--- src/rtl/core/dpcm_pkg.sv ---
// ----------------------------------------------------------------------------
// dpcm_pkg
// Shared types and constants for the DMA-fed PCM audio register block.
// ----------------------------------------------------------------------------
package dpcm_pkg;

  typedef enum logic [1:0] {
    KIND_READ  = 2'd0,
    KIND_WRITE = 2'd1,
    KIND_DMA   = 2'd2,
    KIND_TICK  = 2'd3
  } kind_t;

  localparam int TABLE_ENTRIES_DEF = 16;
  localparam int INDEX_SPAN        = 16;

  localparam logic [3:0] OFS_MODE     = 4'h0;
  localparam logic [3:0] OFS_TBL0     = 4'h2;
  localparam logic [3:0] OFS_IDX0     = 4'h3;
  localparam logic [3:0] OFS_TBL1     = 4'h4;
  localparam logic [3:0] OFS_IDX1     = 4'h5;
  localparam logic [3:0] OFS_STATUS   = 4'h9;
  localparam logic [3:0] OFS_COUNT_LO = 4'hc;
  localparam logic [3:0] OFS_COUNT_HI = 4'he;

  localparam logic [7:0] MODE_FMT_MASK = 8'h88;
  localparam logic [7:0] FMT_8_MONO    = 8'h80;
  localparam logic [7:0] FMT_8_STEREO  = 8'h00;
  localparam logic [7:0] FMT_16_MONO   = 8'h88;
  localparam int         MODE_RUN_BIT  = 4;

  localparam logic [2:0] STATUS_END = 3'd4;

  typedef struct packed {
    logic [1:0]  rate_select;
    logic        playing;
    logic        irq_line;
    logic        dma_request;
    logic [15:0] right_sample;
    logic [15:0] left_sample;
    logic [7:0]  read_data;
  } out_data_t;

  typedef struct packed {
    logic eight_bit;
    logic sample_valid;
  } out_user_t;

endpackage

--- src/rtl/core/dma_pcm_audio_register_block.sv ---
// ----------------------------------------------------------------------------
// dma_pcm_audio_register_block
// PCM audio card behind byte registers, fed by DMA words and rate ticks.
// ----------------------------------------------------------------------------
// an accepted word's result is in the output register in the next cycle
// throughput: one word per cycle while out_tready keeps the output register free,
// set by the single state update per word; the output register frees its slot in the same cycle it is taken
// reset: synchronous active-low rst_n clears mode, count, cursor, indexes,
// status and line levels; table bytes and sample words hold until written
module dma_pcm_audio_register_block
  import dpcm_pkg::*;
#(
  parameter int TABLE_ENTRIES = TABLE_ENTRIES_DEF
) (
  input  logic        clk,
  input  logic        rst_n,
  input  logic        in_tvalid,
  output logic        in_tready,
  input  logic [23:0] in_tdata,   // reg_offset[3:0], bus_value[19:4], zero pad
  input  logic [1:0]  in_tuser,   // kind[1:0]
  output logic        out_tvalid,
  input  logic        out_tready,
  output logic [47:0] out_tdata,  // read_data, left_sample, right_sample,
                                  // dma_request, irq_line, playing,
                                  // rate_select[44:43], zero pad
  output logic [1:0]  out_tuser   // sample_valid, eight_bit
);

  localparam int TBL_DEPTH = (TABLE_ENTRIES < INDEX_SPAN) ? TABLE_ENTRIES : INDEX_SPAN;
  localparam int TBL_AW    = (TBL_DEPTH > 1) ? $clog2(TBL_DEPTH) : 1;

  logic [7:0]  mode_r, mode_nxt;
  logic [15:0] count_r, count_nxt;
  logic [15:0] words_r [2];
  logic [1:0]  wcnt_r, wcnt_nxt;
  logic [2:0]  cursor_r, cursor_nxt;
  logic [3:0]  idx_r [2];
  logic [3:0]  idx_nxt [2];
  logic [7:0]  tbl_r [2][TBL_DEPTH];
  logic [2:0]  status_r, status_nxt;
  logic        running_r, running_nxt;
  logic        drq_r, drq_nxt;
  logic        irq_r, irq_nxt;

  logic        out_valid_r;
  out_data_t   out_data_r, out_data_nxt;
  out_user_t   out_user_r, out_user_nxt;

  logic        acc;
  kind_t       kind;
  logic [3:0]  ofs;
  logic [15:0] val;
  logic [7:0]  wbyte;
  logic [7:0]  tbl_rd [2];
  logic        tbl_hit [2];
  logic [1:0]  tbl_we;
  logic        word_we;
  logic        cur_hi;
  logic [15:0] cur_word;
  logic [3:0]  cur_sum;
  logic [3:0]  cur_step;

  assign acc        = in_tvalid && in_tready;
  assign in_tready  = rst_n && (!out_valid_r || out_tready);
  assign kind       = kind_t'(in_tuser);
  assign ofs        = in_tdata[3:0];
  assign val        = in_tdata[19:4];
  assign wbyte      = val[7:0];

  always_comb begin
    for (int t = 0; t < 2; t++) begin
      tbl_hit[t] = {28'd0, idx_r[t]} < TBL_DEPTH;
      tbl_rd[t]  = tbl_hit[t] ? tbl_r[t][idx_r[t][TBL_AW-1:0]] : 8'd0;
    end
  end

  assign cur_hi   = cursor_r[1];
  assign cur_word = words_r[cur_hi];

  always_comb begin
    mode_nxt    = mode_r;
    count_nxt   = count_r;
    wcnt_nxt    = wcnt_r;
    cursor_nxt  = cursor_r;
    idx_nxt[0]  = idx_r[0];
    idx_nxt[1]  = idx_r[1];
    status_nxt  = status_r;
    running_nxt = running_r;
    drq_nxt     = drq_r;
    irq_nxt     = irq_r;
    tbl_we      = 2'b00;
    word_we     = 1'b0;
    cur_step    = 4'd0;
    cur_sum     = 4'd0;
    out_data_nxt = '0;
    out_user_nxt = '0;

    case (kind)
      KIND_READ: begin
        case (ofs)
          OFS_MODE:     out_data_nxt.read_data = mode_r;
          OFS_TBL0:     out_data_nxt.read_data = tbl_rd[0];
          OFS_TBL1:     out_data_nxt.read_data = tbl_rd[1];
          OFS_STATUS: begin
            irq_nxt = 1'b0;
            out_data_nxt.read_data = {5'd0, status_r};
          end
          OFS_COUNT_LO: out_data_nxt.read_data = count_r[7:0];
          OFS_COUNT_HI: out_data_nxt.read_data = count_r[15:8];
          default:      out_data_nxt.read_data = 8'd0;
        endcase
      end
      KIND_WRITE: begin
        case (ofs)
          OFS_MODE:     mode_nxt = wbyte;
          OFS_TBL0:     tbl_we[0] = tbl_hit[0];
          OFS_IDX0:     idx_nxt[0] = wbyte[3:0];
          OFS_TBL1:     tbl_we[1] = tbl_hit[1];
          OFS_IDX1:     idx_nxt[1] = wbyte[3:0];
          OFS_COUNT_LO: count_nxt = {count_r[15:8], wbyte};
          OFS_COUNT_HI: count_nxt = {wbyte, count_r[7:0]};
          default:      ;
        endcase
        if (mode_nxt[MODE_RUN_BIT] && count_nxt != 16'd0) begin
          wcnt_nxt    = 2'd0;
          cursor_nxt  = 3'd0;
          status_nxt  = 3'd0;
          drq_nxt     = 1'b1;
          running_nxt = 1'b1;
        end
      end
      KIND_DMA: begin
        if (wcnt_r < 2'd2) begin
          word_we  = 1'b1;
          wcnt_nxt = wcnt_r + 2'd1;
          if (wcnt_r == 2'd1) begin
            drq_nxt = 1'b0;
          end
        end
      end
      default: begin
        if (running_r) begin
          out_user_nxt.sample_valid = 1'b1;
          case (mode_r & MODE_FMT_MASK)
            FMT_8_MONO: begin
              out_data_nxt.left_sample = {8'd0, cursor_r[0] ? cur_word[15:8] : cur_word[7:0]};
              out_data_nxt.right_sample = out_data_nxt.left_sample;
              out_user_nxt.eight_bit = 1'b1;
              cur_step = 4'd1;
            end
            FMT_8_STEREO: begin
              out_data_nxt.left_sample  = {8'd0, cur_word[7:0]};
              out_data_nxt.right_sample = {8'd0, cur_word[15:8]};
              out_user_nxt.eight_bit = 1'b1;
              cur_step = 4'd2;
            end
            FMT_16_MONO: begin
              out_data_nxt.left_sample  = cur_word;
              out_data_nxt.right_sample = cur_word;
              cur_step = 4'd2;
            end
            default: begin
              out_data_nxt.left_sample  = words_r[0];
              out_data_nxt.right_sample = words_r[1];
              cur_step = 4'd4;
            end
          endcase
          cur_sum    = {1'b0, cursor_r} + cur_step;
          cursor_nxt = cur_sum[2:0];
          if (cur_sum >= 4'd4) begin
            cursor_nxt = 3'd0;
            wcnt_nxt   = 2'd0;
            if (count_r != 16'd0) begin
              count_nxt = count_r - 16'd1;
              drq_nxt   = 1'b1;
            end else begin
              out_data_nxt.left_sample  = 16'd0;
              out_data_nxt.right_sample = 16'd0;
              out_user_nxt.eight_bit    = 1'b0;
              status_nxt  = STATUS_END;
              running_nxt = 1'b0;
              irq_nxt     = 1'b1;
            end
          end
        end
      end
    endcase

    out_data_nxt.dma_request = drq_nxt;
    out_data_nxt.irq_line    = irq_nxt;
    out_data_nxt.playing     = running_nxt;
    out_data_nxt.rate_select = mode_nxt[6:5];
  end

  always_ff @(posedge clk) begin
    if (!rst_n) begin
      mode_r      <= 8'd0;
      count_r     <= 16'd0;
      wcnt_r      <= 2'd0;
      cursor_r    <= 3'd0;
      idx_r[0]    <= 4'd0;
      idx_r[1]    <= 4'd0;
      status_r    <= 3'd0;
      running_r   <= 1'b0;
      drq_r       <= 1'b0;
      irq_r       <= 1'b0;
      out_valid_r <= 1'b0;
    end else begin
      if (acc) begin
        mode_r    <= mode_nxt;
        count_r   <= count_nxt;
        wcnt_r    <= wcnt_nxt;
        cursor_r  <= cursor_nxt;
        idx_r[0]  <= idx_nxt[0];
        idx_r[1]  <= idx_nxt[1];
        status_r  <= status_nxt;
        running_r <= running_nxt;
        drq_r     <= drq_nxt;
        irq_r     <= irq_nxt;
      end
      if (acc) begin
        out_valid_r <= 1'b1;
      end else if (out_tready) begin
        out_valid_r <= 1'b0;
      end
    end
  end

  // payload and stores without reset
  always_ff @(posedge clk) begin
    if (acc) begin
      out_data_r <= out_data_nxt;
      out_user_r <= out_user_nxt;
      if (word_we) begin
        words_r[wcnt_r[0]] <= val;
      end
      for (int t = 0; t < 2; t++) begin
        if (tbl_we[t]) begin
          tbl_r[t][idx_r[t][TBL_AW-1:0]] <= wbyte;
        end
      end
    end
  end

  assign out_tvalid = out_valid_r;
  assign out_tdata  = {3'd0, out_data_r};
  assign out_tuser  = out_user_r;

`ifndef SYNTH
  a_wcnt_bound: assert property (@(posedge clk) disable iff (!rst_n)
    wcnt_r <= 2'd2)
    else $error("dma word count beyond two");

  a_cursor_bound: assert property (@(posedge clk) disable iff (!rst_n)
    cursor_r < 3'd4)
    else $error("byte cursor past the buffer");

  a_idle_tick: assert property (@(posedge clk) disable iff (!rst_n)
    acc && kind == KIND_TICK && !running_r |=> !out_tuser[0])
    else $error("sample driven while stopped");

  a_irq_status: assert property (@(posedge clk) disable iff (!rst_n)
    $rose(irq_r) |-> status_r == STATUS_END)
    else $error("irq raised without end status");

  a_end_mute: assert property (@(posedge clk) disable iff (!rst_n)
    acc && kind == KIND_TICK && running_r && !running_nxt |=>
      out_tdata[39:8] == 32'd0 && !out_tuser[1])
    else $error("end of block not muted");
`endif

endmodule
--- config.mk ---
export PLATFORM = sky130hd
export DESIGN_NAME = dma_pcm_audio_register_block
export DESIGN_NICKNAME = d
export VERILOG_FILES = /design/src/rtl/core/dpcm_pkg.sv /design/src/rtl/core/dma_pcm_audio_register_block.sv
export SDC_FILE = /design/constraint.sdc
export NUM_CORES = 1
export LEC_CHECK = 0
export BUFFER_PORTS_ARGS = -buffer_cell sky130_fd_sc_hd__buf_2
export CAP_MARGIN = 20
export CELL_PAD_IN_SITES_DETAIL_PLACEMENT = 0
export CELL_PAD_IN_SITES_GLOBAL_PLACEMENT = 1
export CORE_MARGIN = 2
export CORE_UTILIZATION = 52
export CTS_CLUSTER_SIZE = 12
export DETAILED_ROUTE_END_ITERATION = 8
export PLACE_DENSITY_LB_ADDON = 0.1
export SYNTH_ARGS = -nofsm -noshare
export SYNTH_HDL_FRONTEND = slang
export SYNTH_SLANG_ARGS = --single-unit
export TNS_END_PERCENT = 5
--- constraint.sdc ---
create_clock -name clk -period 5.4 [get_ports clk]
set_clock_uncertainty 0.15 [all_clocks]
set_input_delay 1.08 -clock clk [delete_from_list [all_inputs] [get_ports clk]]
set_output_delay 1.08 -clock clk [all_outputs]
set_load 0.1 [all_outputs]
==> key figures, run 1 <==
Placed design
  – Dpl cell area: 0.0170 mm²
  – Gp weighted congestion: 0.810
  – Dpl ws: 1.31 ns
  – IO Port Bufs: 74
  – Dpl hpwl: 22400 µm

STA
  – Fin crit period: 3.70 ns
  – Total Neg Setup Slack: 0 ns
  – Final Cycle Share: 68.5%
  – Slew Limit Fails: 0
  – Achievable Freq: 270 MHz
  – Endpoints failing setup: 0
  – Worst relative slew slack: 30.9%
  – Worst-margin pin slew: 1.02 ns
  – RSZ-0062 raised after global routing: no
  – Final setup margin: 1.70 ns
  – Final Hold Fails: 0

Worst hold path
  – Worst hold start: mode_r[5]
  – WHS Endpoint: mode_r[5]
  – Hold depth: 2
  – Hold WC Path Type: flip-flop to flip-flop

GRT
  – Grt total ovfl: 0
  – Global-route wire length before repair: 55300 µm
  – GRT Total Usage: 22.4%
  – Largest net degree at the start of global routing: 52
  – Initial antenna violation count: 1
  – Vias in the first global route: 9106

Power and ir drop
  – IR drop worst, VDD: 279 µV
  – Power Internal: 4.79 mW
  – Clock Power Share: 40.6%
  – Flop pwr share: 52.2%
  – Comb pwr share: 7.2%
  – Switch share: 22.8%
  – Leakage: 6.10 nW
  – Psw: 1.41 mW
  – Power Dens Cells: 340 mW/mm²

Logic synthesis
  – Largest cells by area after synthesis: edfxtp_1, mux4_2, dfxtp_1
  – Sequential share of the synthesized area: 67.8%
  – Share of synthesized flip-flops with an asynchronous set or reset: 0%
  – Synth cell types: 70
  – Top FF cell, synth: edfxtp_1
  – Adder-cell area share of the yosys netlist: 1.13%
  – FF+latch count, synth: 378
  – Mapped Cells: 1059
  – Post-synth top area share: 63.5%
  – Synth Area in Simple Gates: 7.46%
  – Most frequent cell after synthesis: edfxtp_1
  – Synth cell count leaders: edfxtp_1, nand2_1, nor2_1
  – Synth warnings: 0
  – Avg Cell Area, Syn: 15.3 µm²
  – Area leader, netlist: edfxtp_1
  – Compound-gate portion of the synthesized area: 7.93%
  – XOR/XNOR Fraction of Synth Area: 0%
  – Main combinational cell family by area after synthesis: multiplexers
  – Synthesized cell area: 0.0162 mm²
  – Post-synth EDFFs: 343
  – Post-synthesis mux area share: 12.7%

Routing
  – DR top layer: met4
  – Number of vias per cell: 6.04
  – Drt total wl: 36300 µm
  – Met3 WL: 1970 µm
  – DRT Pass-1 Iters: 8
  – WL/cell: 23.2 µm
  – DR vias: 9431
  – DRC Markers: 0
  – WL met2: 17600 µm
  – Met1 WL: 16000 µm
  – Post-DRT Antenna Nets: 0
  – Number of DRC markers in iteration 0: 759

Cells and area
  – Cell area after layout: 0.0182 mm²
  – Fillcell total: 2405
  – Nets: 1187
  – Finished Core Util: 59.4%
  – Layout cells sized above 1: 22.2%
  – P&R area growth vs syn: 12.4%

CTS
  – TritonCTS buffer count: 40
  – CTS tree: yes
  – CTS Root Cell: clkbuf_16
  – Hold_buf cts: 0
  – Clock Latency Late Sink: 0.54 ns
  – Postcts setup bufs: 0
  – H-Tree Depth: 2
  – CTS sink cnt: 378
  – Longest Clk Path Bufs: 3
  – Reg clk slew, reported paths: 0.06 ns
  – CTS resizes: 0

Floorplan
  – Initial Util: 52.9%
  – Die H: 181 µm
  – FP Rows: 64
  – Full die area: 0.0326 mm²
  – DIE WIDTH: 181 µm
  – CORE AREA: 0.0307 mm²
  – Ports: 82

Critical path
  – Startpoint Class: flip-flop
  – Worst r2r src: mode_r[3]
  – R2R depth: 10
  – Worst Setup End Kind: flip-flop
  – Crit Path Category: flip-flop to flip-flop
  – Max FO, Critical Path: 18
  – Critical path required time: 5.50 ns
  – Reg2reg end: out_tdata[14]
  – WP data arrival: 3.80 ns
  – R2r setup slk: 1.70 ns

Run status
  – Status: completed

Flow run
  – Max-Cap Viols: 0
-- how the worst max path moves through the flow --
stage | from | endpoint | slack, ns | cells past startpoint
floorplan | out_tready | tbl_r[0][152] | 1.04 | 9
global placement | in_tuser[1] | tbl_r[0][132] | 1.37 | 7
detailed placement | in_tuser[1] | count_r[0] | 1.31 | 10
CTS | mode_r[3] | out_tdata[14] | 1.71 | 10
global route | mode_r[3] | out_tdata[27] | 1.45 | 10
finish | mode_r[3] | out_tdata[14] | 1.70 | 10
-- flip-flops by register name, summed over array words and instances, names as in the netlist, named ones only --
register and cells:
status_r 1, out_tvalid 1, out_tuser 2, drq_r 1, out_tdata 45, mode_r 8
wcnt_r 2, count_r 16, running_r 1, tbl_r 256, words_r 32, idx_r 8
irq_r 1, cursor_r 3
-- layout by cell type, fill, tap and decap left out, types with 16 or more instances in the layout --
cell type and n:
nor2_1 65, edfxtp_1 343, mux2i_1 34, inv_1 38
nand2_1 86, dfxtp_1 35, nand2b_1 16, nor3_1 20
a21oi_1 50, mux2_2 25, o21ai_0 30, a221oi_1 22
buf_4 32, buf_2 74, clkbuf_16 41, mux4_2 64
-- per-stage QoR --
step	instances	power, mW	hold slack, ns
floorplan	1061	3.60	0.287
global placement	1497	3.74	0.308
detailed placement	1497	3.74	0.310
CTS	1561	6.24	0.327
global route	1562	6.39	0.359
finish	1562	6.20	0.326
-- per-layer routing --
metal  vias to the layer above  GRT usage (%)
li1                       4320              -
met1                      4788           32.0
met2                       276           36.4
met3                        47           3.54
met4                         0           5.94
met5                         -              0
-- worst max-delay path, stage by stage, from the launching register on --
cell	delay [ns]
dfxtp_1	0.42
inv_1	0.09
ha_1	0.38
ha_1	0.30
fa_1	0.41
nor2b_1	0.18
a31oi_1	0.31
and2_4	0.22
or2_1	0.55
buf_4	0.34
a221oi_1	0.07
-- cell families (layout without fill, tap and decap cells) --
logic type,count (synthesis),count (layout)
AO/OA/AOI/OAI,187,187
buffers and inverters,106,210
flip-flops,378,378
AND/OR/NAND/NOR,250,250
adder cells (fa/ha/maj),14,14
multiplexers,123,123
other,1,4
-- power groups by stage --
stage | Combinational, mW | Clock [mW] | Sequential, mW
floorplan | 0.236 | 0 | 3.37
global placement | 0.446 | 0 | 3.30
detailed placement | 0.449 | 0 | 3.30
CTS | 0.450 | 2.56 | 3.23
global route | 0.479 | 2.67 | 3.24
finish | 0.448 | 2.51 | 3.23
-- final cells by class --
class	count	area, µm²	share of cell area, %
Sequential cell	378	11000	60.3
Multi-Input combinational cell	577	4770	26.2
Clock buffer	53	1110	6.10
Timing Repair Buffer	106	611	3.35
Tap cell	396	495	2.72
Inverter	40	150	0.824
Clock inverter	11	83.8	0.460
Antenna cell	1	2.50	0.0137
No activity file was read; power rests on OpenSTA's default activity.
==> inputs of run 2 (changes only) <==
--- a/config.mk
+++ b/config.mk
@@ -5,12 +5,13 @@
 export SDC_FILE = /design/constraint.sdc
 export NUM_CORES = 1
 export LEC_CHECK = 0
+export ABC_AREA = 1
 export BUFFER_PORTS_ARGS = -buffer_cell sky130_fd_sc_hd__buf_2
 export CAP_MARGIN = 20
 export CELL_PAD_IN_SITES_DETAIL_PLACEMENT = 0
 export CELL_PAD_IN_SITES_GLOBAL_PLACEMENT = 1
 export CORE_MARGIN = 2
-export CORE_UTILIZATION = 52
+export CORE_UTILIZATION = 50
 export CTS_CLUSTER_SIZE = 12
 export DETAILED_ROUTE_END_ITERATION = 8
 export PLACE_DENSITY_LB_ADDON = 0.1
==> constraint.sdc (replaced) <==
create_clock -name clk -period 3.9 [get_ports clk]
set_clock_uncertainty 0.15 [all_clocks]
set_input_delay 0.78 -clock clk [delete_from_list [all_inputs] [get_ports clk]]
set_output_delay 0.78 -clock clk [all_outputs]
set_load 0.1 [all_outputs]
==> run 2 against run 1 <==
Sequential share of layout area is 0.12 points higher. Total power is 36% higher. Highest routed layer unchanged. Critical path depth is 4 higher. Sequential power is 38% higher. Final cell count is 23% higher. Core utilization is 1.9 points lower.
==> key figures, run 2 <==
CTS
  – CTS resizes: 0 (unchanged)
  – Hold_buf cts: 0 (unchanged)
  – H-Tree Depth: 2 (unchanged)
  – Clock Latency Late Sink: 0.53 ns (about the same)
  – CTS Root Cell: clkbuf_16
  – TritonCTS buffer count: 40 (unchanged)
  – Longest Clk Path Bufs: 3 (unchanged)
  – Postcts setup bufs: 0 (unchanged)
  – Reg clk slew, reported paths: 0.06 ns (about the same)
  – CTS sink cnt: 378 (unchanged)
  – CTS tree: yes

Logic synthesis
  – Synthesized cell area: 0.0161 mm² (-0.61%)
  – FF+latch count, synth: 378 (unchanged)
  – Sequential share of the synthesized area: 68.3% (+0.42 points)
  – Post-synth top area share: 63.9% (+0.39 points)
  – Synth cell types: 50 (-29%)
  – Top FF cell, synth: edfxtp_1
  – Post-synth EDFFs: 343 (unchanged)
  – Area leader, netlist: edfxtp_1
  – Synth warnings: 0 (unchanged)
  – Avg Cell Area, Syn: 11.6 µm² (-24%)
  – Largest cells by area after synthesis: edfxtp_1, nand2_1, a22oi_1
  – Most frequent cell after synthesis: edfxtp_1
  – Synth cell count leaders: edfxtp_1, nand2_1, nor2_1
  – Share of synthesized flip-flops with an asynchronous set or reset: 0% (unchanged)
  – Mapped Cells: 1389 (+31%)

GRT
  – GRT Total Usage: 23.4% (+1.0 points)
  – Global-route wire length before repair: 60000 µm (+8.4%)
  – Vias in the first global route: 10500 (+16%)
  – Grt total ovfl: 0 (unchanged)
  – Initial antenna violation count: 0 (-1)
  – Largest net degree at the start of global routing: 38 (-27%)

Placed design
  – IO Port Bufs: 74 (unchanged)
  – Placed cell count: 1854 (+24%)
  – Dpl hpwl: 24800 µm (+11%)
  – Gp weighted congestion: 0.892 (+10%)

Cells and area
  – Max FFs per register: 256 (unchanged)
  – Most common cell after layout, fill and taps aside: edfxtp_1
  – N_diodes: 0 (-1)
  – Fillcell total: 2634 (+9.5%)
  – Nets: 1539 (+30%)
  – Layout cells sized above 1: 13.6% (-8.6 points)
  – P&R area growth vs syn: 12.9%
  – Most frequent cells in the layout: edfxtp_1, nand2_1, nor2_1
  – Layout Cells excl Fill: 1917 (+23%)
  – Finished Core Util: 57.5% (-1.9 points)

Worst hold path
  – Hold depth: 1 (-1)
  – Hold WC Path Type: input pin to flip-flop
  – Worst hold start: in_tdata[12]
  – WHS Endpoint: words_r[1][8]

Critical path
  – Worst Setup End Kind: flip-flop
  – R2r setup slk: 0.59 ns (-1.11 ns)
  – Reg2reg end: count_r[10]
  – Crit-path leading delay family: adder cells
  – WP data arrival: 3.58 ns (-0.22 ns)
  – Worst r2r src: mode_r[3]
  – Worst path max stage delay: 0.39 ns (-0.16 ns)
  – Crit path max-delay cell type: ha_1
  – Startpoint Class: flip-flop
  – Critical path required time: 4.17 ns (-1.33 ns)
  – R2R depth: 14 (+4)
  – Most common cell on crit path: inv_1
  – Crit Path Category: flip-flop to flip-flop
  – Critical-path cell list: inv_1 > ha_1 > ha_1 > fa_1 > a31oi_1 > nor2_1 > nand2_1 > inv_1 > nand2_1 > nand2_2 > nor2_4 > inv_1 > o21ai_0 > a21oi_1
  – CP Buf/Inv Count: 3 (+1)
  – Max FO, Critical Path: 20 (+2)

Flow run
  – Max-Cap Viols: 0 (unchanged)

Power and ir drop
  – Flop pwr share: 52.9% (+0.7 points)
  – Comb pwr share: 7.2% (about the same)
  – Leakage: 6.82 nW (+12%)
  – IR drop worst, VDD: 387 µV (+39%)
  – Switch share: 23.4% (+0.65 points)
  – Power Internal: 6.45 mW (+35%)
  – Clock Power Share: 39.9% (-0.7 points)
  – Psw: 1.98 mW (+40%)
  – Total power: 8.43 mW (+36%)
  – Power Dens Cells: 463 mW/mm² (+36%)

Routing
  – DR top layer: met4
  – Number of vias per cell: 5.63 (-6.8%)
  – WL/cell: 20.1 µm (-13%)
  – Met3 WL: 2370 µm (+21%)
  – DRC Markers: 0 (unchanged)
  – Drt total wl: 38600 µm (+6.3%)
  – Post-DRT Antenna Nets: 0 (unchanged)
  – DRT Pass-1 Iters: 5 (-3)
  – WL met2: 18100 µm (+3.1%)
  – Met1 WL: 17000 µm (+6.4%)
  – Number of DRC markers in iteration 0: 913 (+20%)
  – DR vias: 10800 (+14%)

Floorplan
  – Ports: 82 (unchanged)
  – Full die area: 0.0337 mm² (+3.3%)
  – CORE AREA: 0.0316 mm² (+3.2%)
  – Die H: 184 µm (+1.6%)
  – FP Rows: 65 (+1.6%)
  – Initial Util: 50.9% (-1.9 points)
  – DIE WIDTH: 184 µm (+1.6%)

STA
  – Worst relative slew slack: 32.3% (+1.4 points)
  – Final Cycle Share: 84.9% (+16 points)
  – Final Hold Fails: 0 (unchanged)
  – Endpoints failing setup: 0 (unchanged)
  – Total Neg Setup Slack: 0 ns (unchanged)
  – Worst-margin pin slew: 1.01 ns (-0.00825 ns)
  – RSZ-0062 raised after global routing: no
  – Achievable Freq: 302 MHz (+12%)
  – Fin crit period: 3.31 ns (-0.391 ns)
  – Slew Limit Fails: 0 (unchanged)
  – Hold_ws: 0.283 ns (-0.0432 ns)

Run status
  – Status: completed
[run 2: cell count changes after synthesis, sizes merged, moves of 12 or more]
cell and delta:
buf -12, mux2 -25, a22oi +126, inv +53
mux4 -64, o21ai +18, a21oi +31, nor2 +79
nand3 +45, mux2i -33, nand2b -16, nand2 +215
a221oi -22
[run 2: routing by layer]
layer / vias up / global-route usage [%]
met1: 5157 / 33.3
met3: 74 / 2.89
li1: 5195 / -
met2: 359 / 38.0
met5: - / 0
met4: 0 / 6.98
[run 2: logic make-up after synthesis]
family,after synthesis,synth area share [%]
compound gates,300,12.0
xor+xnor,6,0.326
fa+ha+maj,14,1.13
buf+inv,153,4.32
flops,378,68.3
mux,1,0.0621
other cells,1,0.0233
simple gates,536,13.9
[run 2: worst register-to-register path, stage by stage (launching register included)]
cell and delay [ns]:
dfxtp_1 0.37, inv_1 0.13, ha_1 0.39, ha_1 0.30, fa_1 0.39, a31oi_1 0.17
nor2_1 0.06, nand2_1 0.11, inv_1 0.09, nand2_1 0.12, nand2_2 0.09, nor2_4 0.40
inv_1 0.19, o21ai_0 0.20, a21oi_1 0.06
[run 2: cell type report]
type | count | area (µm²) | area share [%]
inverter | 93 | 352 | 1.93
tap | 402 | 503 | 2.76
clock inverter | 15 | 104 | 0.571
multi-input combinational | 860 | 4440 | 24.4
timing repair buffer | 122 | 763 | 4.20
clock buffer | 47 | 1030 | 5.65
sequential | 378 | 11000 | 60.5
[run 2: how the worst max path moves through the flow]
stage          cells past startpoint  slack, ns      start     endpoint
6_report                          14       0.59  mode_r[3]  count_r[10]
5_1_grt                           14       0.26  mode_r[3]  count_r[10]
3_5_place_dp                      14       0.61  mode_r[3]  count_r[10]
2_1_floorplan                      4       0.32      rst_n    in_tready
4_1_cts                           14       0.60  mode_r[3]  count_r[10]
3_3_place_gp                      14       0.63  mode_r[3]  count_r[10]
[run 2: power by group through the flow]
stage               logic [mW]  registers (mW)  clock network (mW)
floorplan                0.279            4.67                   0
global placement         0.595            4.55                   0
detailed placement       0.601            4.55                   0
CTS                      0.602            4.46                3.42
global route             0.653            4.46                3.58
finish                   0.603            4.46                3.36
[run 2: metrics by stage]
step,setup WS [ns],instance area [µm²]
floorplan,0.320,16100
global route,0.265,18200
detailed placement,0.612,17000
CTS,0.604,18200
finish,0.591,18200
global placement,0.633,17000
==> inputs of run 3 (changes only) <==
==> constraint.sdc (replaced) <==
create_clock -name clk -period 3.5 [get_ports clk]
set_clock_uncertainty 0.15 [all_clocks]
set_input_delay 0.7 -clock clk [delete_from_list [all_inputs] [get_ports clk]]
set_output_delay 0.7 -clock clk [all_outputs]
set_load 0.1 [all_outputs]
==> run 3 against run 2 <==
Wire length shrank 0.27%. Critical path depth is the same. Global-route usage shrank 0.22 points. Worst setup slack lost 0.12 ns. Sequential share of layout area shrank 0.57 points. Hold slack lost 0.074 ns. Core utilization grew 0.55 points. Sequential power grew 11%. Die area is the same. Total power grew 13%. Critical path type unchanged. Critical endpoint is now count_r[2]. Largest cell class unchanged.
==> key figures, run 3 (synthesis gave the netlist of run 2 again) <==
Critical path
  – WP data arrival: 3.33 ns (-0.25 ns)
  – Crit path max-delay cell type: dfxtp_1
  – Critical-path cell list: inv_1 > ha_1 > ha_1 > fa_1 > a31oi_1 > nor2_1 > nand2_1 > inv_1 > nand2_1 > nand2_2 > nor2_4 > buf_4 > o21ai_0 > a31oi_1
  – Critical path required time: 3.80 ns (-0.37 ns)
  – Worst path max stage delay: 0.39 ns (about the same)
  – Worst Setup End Kind: flip-flop
  – Reg2reg end: count_r[2]
  – Max FO, Critical Path: 15 (-25%)
  – CP Buf/Inv Count: 3 (unchanged)
  – Worst r2r src: mode_r[3]
  – R2r setup slk: 0.47 ns (-0.12 ns)
  – Crit-path leading delay family: adder cells
  – Crit Path Category: flip-flop to flip-flop
  – Startpoint Class: flip-flop
  – R2R depth: 14 (unchanged)

Floorplan
  – Full die area: 0.0337 mm² (unchanged)
  – FP Rows: 65 (unchanged)
  – CORE AREA: 0.0316 mm² (unchanged)
  – Die H: 184 µm (unchanged)
  – Ports: 82 (unchanged)
  – Initial Util: 50.9% (unchanged)
  – DIE WIDTH: 184 µm (unchanged)

CTS
  – CTS tree: yes
  – H-Tree Depth: 2 (unchanged)
  – TritonCTS buffer count: 40 (unchanged)
  – Hold_buf cts: 0 (unchanged)
  – Reg clk slew, reported paths: 0.06 ns (about the same)
  – Clock Latency Late Sink: 0.53 ns (about the same)
  – Postcts setup bufs: 0 (unchanged)
  – CTS sink cnt: 378 (unchanged)
  – CTS resizes: 0 (unchanged)
  – Longest Clk Path Bufs: 3 (unchanged)
  – CTS Root Cell: clkbuf_16

Routing
  – Number of vias per cell: 5.58 (-0.88%)
  – WL/cell: 19.9 µm (-1.3%)
  – Number of DRC markers in iteration 0: 827 (-9.4%)
  – Drt total wl: 38500 µm (-0.27%)
  – DR vias: 10800 (+0.16%)
  – DRC Markers: 0 (unchanged)
  – Post-DRT Antenna Nets: 0 (unchanged)
  – DRT Pass-1 Iters: 6 (+1)

Cells and area
  – Cell area after layout: 0.0184 mm² (+0.96%)
  – N_diodes: 0 (unchanged)
  – Layout Cells excl Fill: 1937 (+1.0%)
  – Layout cells sized above 1: 14.5% (+0.93 points)
  – Max FFs per register: 256 (unchanged)
  – Fillcell total: 2600 (-1.3%)
  – Most common cell after layout, fill and taps aside: edfxtp_1
  – Most frequent cells in the layout: edfxtp_1, nand2_1, nor2_1
  – Nets: 1557 (+1.2%)
  – P&R area growth vs syn: 14.0%

STA
  – Slew Limit Fails: 0 (unchanged)
  – Achievable Freq: 330 MHz (+9.2%)
  – Fin crit period: 3.03 ns (-0.278 ns)
  – Worst relative slew slack: 54.0% (+22 points)
  – Final Cycle Share: 86.6% (+1.8 points)
  – Final Hold Fails: 0 (unchanged)
  – Endpoints failing setup: 0 (unchanged)
  – RSZ-0062 raised after global routing: no
  – Hold_ws: 0.209 ns (-0.0741 ns)
  – Total Neg Setup Slack: 0 ns (unchanged)
  – Worst-margin pin slew: 0.689 ns (-0.326 ns)

Power and ir drop
  – IR drop worst, VDD: 352 µV (-9.0%)
  – Total power: 9.48 mW (+13%)
  – Leakage: 6.94 nW (+1.7%)
  – Power Dens Cells: 516 mW/mm² (+11%)

Worst hold path
  – Worst hold start: in_tdata[19]
  – Hold depth: 1 (unchanged)
  – WHS Endpoint: words_r[0][15]
  – Hold WC Path Type: input pin to flip-flop

GRT
  – Initial antenna violation count: 0 (unchanged)
  – Grt total ovfl: 0 (unchanged)
  – Vias in the first global route: 10500 (+0.085%)
  – GRT Total Usage: 23.2% (-0.22 points)
  – Largest net degree at the start of global routing: 48 (+26%)
  – Global-route wire length before repair: 59500 µm (-0.79%)

Placed design
  – IO Port Bufs: 74 (unchanged)
  – Gp weighted congestion: 0.798 (-11%)
  – Dpl cell area: 0.0172 mm² (+0.98%)
  – Dpl hpwl: 24800 µm (about the same)
  – Placed cell count: 1873 (+1.0%)

Run status
  – Status: completed

Flow run
  – Max-Cap Viols: 0 (unchanged)
==> run 3: cell type report <==
cell class / instances / area, µm² / share of cell area (%)
repair buffers: 140 / 903 / 4.92
clock inverters: 11 / 105 / 0.572
well taps: 402 / 503 / 2.74
clock buffers: 53 / 1060 / 5.77
multi-input cells: 860 / 4440 / 24.2
inverters: 93 / 352 / 1.91
flip-flops and latches: 378 / 11000 / 59.9
==> run 3: through the flow <==
| stage | utilization, % | worst slack, ns |
|---|---|---|
| 5_1_grt | 58.1 | 0.215 |
| 3_3_place_gp | 54.4 | 0.531 |
| 6_report | 58.1 | 0.469 |
| 4_1_cts | 58.1 | 0.484 |
| 3_5_place_dp | 54.4 | 0.482 |
| 2_1_floorplan | - | 0.0797 |
==> run 3: layer usage <==
metal	vias up	global-route usage, %	routed length [µm]
met1	5201	32.5	16900
met2	304	38.3	18200
met5	-	0	0
met3	71	2.65	2160
met4	0	7.23	1120
li1	5226	-	-
==> run 3: how the worst max path moves through the flow <==
stage / from / endpoint / slack (ns) / depth (start not counted)
2_1_floorplan: rst_n / in_tready / 0.08 / 4
3_3_place_gp: out_tready / tbl_r[0][82] / 0.53 / 10
3_5_place_dp: mode_r[3] / count_r[2] / 0.48 / 14
4_1_cts: mode_r[3] / count_r[2] / 0.48 / 14
5_1_grt: mode_r[3] / count_r[2] / 0.22 / 14
6_report: mode_r[3] / count_r[2] / 0.47 / 14
==> run 3: worst register-to-register path, delay by kind of cell, from the launching register on <==
kind / cells / cell delay (ns)
fa+ha+maj: 3 / 0.84
simple gates: 5 / 0.66
buf+inv: 3 / 0.50
compound gates: 3 / 0.43
flops: 1 / 0.39
==> run 3: power breakdown <==
group          internal, mW  total (mW)  switching [mW]
logic                 0.150       0.671           0.521
registers              4.95        4.97          0.0201
clock network          2.19        3.84            1.65
